`src/sv/uvs_pkg.sv`:
```
`timescale 1ns / 1ps
package uvs_pkg;
    localparam int MaxPoints    = 256;
    localparam int CordicStages = 16;
    localparam int CntW         = 9;
    localparam int PhW          = 32;
    localparam int AngW         = 34;
    localparam int DivSteps     = 41;
    localparam logic [AngW-1:0] CordicGain = 34'h026DD3B6A;

    localparam logic [1:0] RegLong   = 2'd0;
    localparam logic [1:0] RegLat    = 2'd1;
    localparam logic [1:0] RegRadius = 2'd2;

    typedef struct packed {
        logic [7:0]  i;
        logic [7:0]  j;
        logic        err;
        logic [8:0]  l_cnt;
        logic [8:0]  r_cnt;
        logic [15:0] radius;
    } ctl_t;

    typedef struct packed {
        logic [40:0] lat_rem;
        logic [40:0] lat_quo;
        logic [40:0] long_rem;
        logic [40:0] long_quo;
    } div_t;

    typedef struct packed {
        logic signed [AngW-1:0] x;
        logic signed [AngW-1:0] y;
        logic signed [AngW-1:0] z;
        logic                   flip;
    } rot_t;

    function automatic logic signed [AngW-1:0] atan_turn(input int k);
        case (k)
            0:  atan_turn = 34'sh020000000;
            1:  atan_turn = 34'sh012E4051D;
            2:  atan_turn = 34'sh009FB385B;
            3:  atan_turn = 34'sh0051111D4;
            4:  atan_turn = 34'sh0028B0D43;
            5:  atan_turn = 34'sh00145D7E1;
            6:  atan_turn = 34'sh000A2F61E;
            7:  atan_turn = 34'sh000517C55;
            8:  atan_turn = 34'sh00028BE53;
            9:  atan_turn = 34'sh000145F2E;
            10: atan_turn = 34'sh0000A2F98;
            11: atan_turn = 34'sh0000517CC;
            12: atan_turn = 34'sh000028BE6;
            13: atan_turn = 34'sh0000145F3;
            14: atan_turn = 34'sh00000A2F9;
            15: atan_turn = 34'sh00000517C;
            16: atan_turn = 34'sh0000028BE;
            17: atan_turn = 34'sh00000145F;
            18: atan_turn = 34'sh000000A2F;
            19: atan_turn = 34'sh000000517;
            20: atan_turn = 34'sh00000028B;
            21: atan_turn = 34'sh000000145;
            22: atan_turn = 34'sh0000000A2;
            23: atan_turn = 34'sh000000051;
            default: atan_turn = '0;
        endcase
    endfunction
endpackage

```
`src/sv/uvs_div_cell.sv`:
```
`timescale 1ns / 1ps
module uvs_div_cell (
    input  logic         clk,
    input  logic         rst_n,
    input  logic         v_in,
    input  uvs_pkg::ctl_t c_in,
    input  uvs_pkg::div_t d_in,
    output logic         v_out,
    output uvs_pkg::ctl_t c_out,
    output uvs_pkg::div_t d_out
);
    import uvs_pkg::*;
    logic  v_reg;
    ctl_t  c_reg;
    div_t  d_reg, d_next;
    logic [41:0] lt, gt;

    always_comb
    begin
        d_next = d_in;
        lt = {d_in.lat_rem, d_in.lat_quo[40]};
        if (lt >= {33'd0, c_in.r_cnt})
        begin
            lt = lt - {33'd0, c_in.r_cnt};
            d_next.lat_quo = {d_in.lat_quo[39:0], 1'b1};
        end
        else
        begin
            d_next.lat_quo = {d_in.lat_quo[39:0], 1'b0};
        end
        d_next.lat_rem = lt[40:0];
        gt = {d_in.long_rem, d_in.long_quo[40]};
        if (gt >= {33'd0, c_in.l_cnt})
        begin
            gt = gt - {33'd0, c_in.l_cnt};
            d_next.long_quo = {d_in.long_quo[39:0], 1'b1};
        end
        else
        begin
            d_next.long_quo = {d_in.long_quo[39:0], 1'b0};
        end
        d_next.long_rem = gt[40:0];
    end

    always_ff @(posedge clk or negedge rst_n)
    begin
        if (!rst_n)
        begin
            v_reg <= 1'b0;
        end
        else
        begin
            v_reg <= v_in;
        end
    end

    always_ff @(posedge clk)
    begin
        c_reg <= c_in;
        d_reg <= d_next;
    end

    assign v_out = v_reg;
    assign c_out = c_reg;
    assign d_out = d_reg;
endmodule

```
`config.mk`:
```
export PLATFORM = sky130hd
export DESIGN_NAME = uvs_div_cell
export DESIGN_NICKNAME = d
export VERILOG_FILES = /design/src/sv/uvs_pkg.sv /design/src/sv/uvs_div_cell.sv
export SDC_FILE = /design/constraint.sdc
export NUM_CORES = 1
export LEC_CHECK = 0
export BUFFER_PORTS_ARGS = -buffer_cell sky130_fd_sc_hd__buf_2
export CAP_MARGIN = 20
export CORE_AREA = 8 8 164 166
export DETAILED_ROUTE_END_ITERATION = 10
export DIE_AREA = 0 0 172 174
export SYNTH_ARGS = -nofsm -noshare
export SYNTH_HDL_FRONTEND = slang
export SYNTH_SLANG_ARGS = --single-unit
```
`constraint.sdc`:
```
create_clock -name clk -period 0.8 [get_ports clk]
set_clock_uncertainty 0.2 [all_clocks]
set_input_delay 0.08 -clock clk [delete_from_list [all_inputs] [get_ports clk]]
set_output_delay 0.08 -clock clk [all_outputs]
set_load 0.05 [all_outputs]
```
==> run metrics <==
RSZ-0062 raised after global routing yes; non-filler instance count after layout 1757; CP Data Required Time 1020 ps; worst hold path startpoint c_in[26]; critical-path maximum fanout 8; number of top-level design ports 434; total standard cell area after synthesis 6970 sq um; worst hold stages 1; area post-placement 12000 sq um; Hold Path Sink c_out[26]; violation count after the first detailed-route iteration 240; Die Y 174 um; startpoint kind of the worst setup timing path primary input; flop and latch count out of synthesis 216; final core occ 0.713; largest buffer count on any clock path 3; Mean Syn Cell Area 11.7 sq um; number of pins exceeding their max-slew limit in the final report 0; vias after detailed routing 7806; Num Clock Sinks 216; Initial Util 0.284; cell area after layout 17500 sq um; number of flops mapped to enable cells by yosys 0; max_cap viols 0; critical path capture point type flop; root buffer selected by CTS sky130_fd_sc_hd__clkbuf_16; standard-cell row count 58; number of nets in the layout 1639; clock transition at the register clock pins on the worst setup and hold paths after CTS 60 ps; Std-Cell Core Area 24500 sq um; count of input and output buffers 433; Lkg Pwr 7.90 nW; placer's final routability congestion estimate 0.836; total CTS buffers 24; power density over the cells 1870 nW/um^2; Tightest Pin Transition 697 ps; vias in the first global route 8735; global router's overall resource usage 0.231; total number of yosys warnings 0; worst slack, placed -1850 ps; setup_tns -195710 ps; number of levels the H-tree was split into 1; Main synth FF type sky130_fd_sc_hd__dfxtp_1; critical path class in2reg; worst hold slack after final layout -502 ps; post-detailed-route DRC marker count 0; Final Hold Vio Count 83; Crit path arrival time 2270 ps; worst slew margin relative to its limit 0.534; relative area change from synthesis to final layout 151%; share of flip-flops with an asynchronous set or reset 0.00463; net count after synthesis 834; power consumption 32.7 mW; Gate Count Post-Synth 596; portion of the post-synthesis area used by sequential elements 0.621; total iterations of the first detailed-routing run 4; clock tree from TritonCTS built; global-route wire length before repair 53000 um; final critical-path required period 2050 ps; via/cell ratio 4.44; failing checks negative hold slack, negative setup slack; DR WL/cell 21.3 um; number of placed instances, taps included 1516; DRT antenna net count 0; run status finished, violations left; chip width 172 um; final setup violation count 300; area enclosed by the die boundary 29900 sq um; detailed placement HPWL 22800 um; antenna violations before repair 8; class of the tightest hold or removal check in2reg; Final Worst Setup Slack -1250 ps; sum of routed wire length over all layers 37400 um; overflow left after global routing 0; post-route fraction of the period consumed by the critical path 2.56; post-synth cell types 64; maximum number of pins on one net before global-route repair 15; CP Launch Point d_in[40]; highest clock frequency the design can meet 488 MHz; layout cells sized above 1 0.746; peak ir drop on the vdd network 1430 uV
final cells by class:
class                   instances  area, sq um
multi-input cells             346         3590
clock inverters                 8         83.8
flip-flops and latches        216         4610
repair buffers                790         7920
diodes                          8         20.0
well taps                     330          413
clock buffers                  36          736
fillers                      1541         7040
inverters                      23          116
per-layer routing:
| metal | up-vias | GRT usage | wire length [um] |
|---|---|---|---|
| met5 | - | 0 | 14 |
| met4 | 2 | 0.128 | 2110 |
| met3 | 107 | 0.0619 | 2820 |
| met2 | 321 | 0.417 | 19700 |
| met1 | 3703 | 0.237 | 12800 |
| li1 | 3673 | - | - |
how the worst max path moves through the flow:
stage                     slack [ps]  cells after the start    endpoint
after global placement         -1780                     11  d_out[146]
final                          -1250                     15   d_out[56]
after floorplan                -1420                      7   d_out[42]
after detailed placement       -1850                     11  d_out[154]
after CTS                      -1100                      9   d_out[76]
after global routing           -1320                     12  d_out[155]
cells by family after synthesis:
family                     Yosys count  synth area share
DFF                                216             0.621
and+or+nand+nor                    189             0.155
xor gates and xnor gates            75            0.0943
AOI/OAI and AO/OA                   58            0.0602
buffers and inverters               35            0.0266
adders and majority gates           20            0.0381
muxes                                3           0.00485
cells in the final DEF, fill, tap and decap left out, drive strengths merged, types with 2 or more instances in the layout:
master / n
buf: 634
dfxtp: 215
dlygate4sd3: 156
xor2: 46
clkbuf: 36
nor2: 31
xnor2: 29
nand2: 29
nor3: 27
inv: 24
nor4: 20
o21ai: 19
nand3: 19
ha: 18
or3: 17
diode: 8
a21o: 8
a21oi: 8
or2: 7
nand2b: 6
nor4b: 6
and3: 6
clkinv: 6
nand4: 5
o21a: 4
a211oi: 4
nand3b: 3
o31ai: 3
mux2: 3
or4: 3
nor2b: 3
nand4b: 2
nor3b: 2
a2bb2oi: 2
fa: 2
a211o: 2
synthesized netlist by cell type (3+ instances only):
library cell / instances / area, sq um
sky130_fd_sc_hd__a211oi_1: 4 / 30.0
sky130_fd_sc_hd__a21o_1: 8 / 60.1
sky130_fd_sc_hd__a21oi_1: 8 / 40.0
sky130_fd_sc_hd__and3_1: 6 / 37.5
sky130_fd_sc_hd__buf_2: 3 / 15.0
sky130_fd_sc_hd__clkbuf_1: 5 / 18.8
sky130_fd_sc_hd__dfxtp_1: 215 / 4300
sky130_fd_sc_hd__ha_1: 18 / 225
sky130_fd_sc_hd__inv_1: 21 / 78.8
sky130_fd_sc_hd__nand2_1: 22 / 82.6
sky130_fd_sc_hd__nand2_2: 7 / 43.8
sky130_fd_sc_hd__nand2b_1: 6 / 37.5
sky130_fd_sc_hd__nand3_1: 19 / 95.1
sky130_fd_sc_hd__nand3b_1: 3 / 22.5
sky130_fd_sc_hd__nand4_1: 5 / 31.3
sky130_fd_sc_hd__nor2_1: 30 / 113
sky130_fd_sc_hd__nor2b_1: 3 / 18.8
sky130_fd_sc_hd__nor3_1: 27 / 135
sky130_fd_sc_hd__nor4_1: 19 / 119
sky130_fd_sc_hd__nor4b_1: 5 / 43.8
sky130_fd_sc_hd__o21a_1: 4 / 30.0
sky130_fd_sc_hd__o21ai_0: 13 / 65.1
sky130_fd_sc_hd__o21ai_2: 5 / 43.8
sky130_fd_sc_hd__or2_2: 6 / 37.5
sky130_fd_sc_hd__or3_1: 13 / 81.3
sky130_fd_sc_hd__xnor2_1: 29 / 254
sky130_fd_sc_hd__xor2_1: 46 / 403
worst max-delay path, cell delays in order:
cell	delay [ps]
sky130_fd_sc_hd__buf_8	100
sky130_fd_sc_hd__inv_4	50
sky130_fd_sc_hd__ha_4	120
sky130_fd_sc_hd__inv_2	30
sky130_fd_sc_hd__fa_2	390
sky130_fd_sc_hd__a211oi_4	260
sky130_fd_sc_hd__o21ai_2	110
sky130_fd_sc_hd__a31oi_1	210
sky130_fd_sc_hd__buf_4	150
sky130_fd_sc_hd__and3_4	200
sky130_fd_sc_hd__buf_6	140
sky130_fd_sc_hd__inv_4	40
sky130_fd_sc_hd__buf_12	130
sky130_fd_sc_hd__nand4_1	110
sky130_fd_sc_hd__xnor2_1	150
power breakdown:
| group | total, mW | switching, mW | internal [mW] | leakage [nW] |
|---|---|---|---|---|
| Clock | 11.3 | 4.62 | 6.70 | 0.409 |
| Combinational | 9.19 | 4.78 | 4.40 | 5.66 |
| Sequential | 12.2 | 0.572 | 11.7 | 1.83 |
flip-flops by register name, indices dropped and copies added, names as in the netlist:
signal  cells
c_out      51
v_out       1
d_out     164
repair_timing:
action | CTS | global route
pin swaps | 66 | 51
hold buffers | 144 | 13
endpoints found under the hold margin | 217 | 91
setup buffers | 13 | 19
gates resized for setup | 661 | 83
setup endpoints to repair | 300 | 300
gates cloned | 3 | 0
No activity file was read; power rests on OpenSTA's default activity.
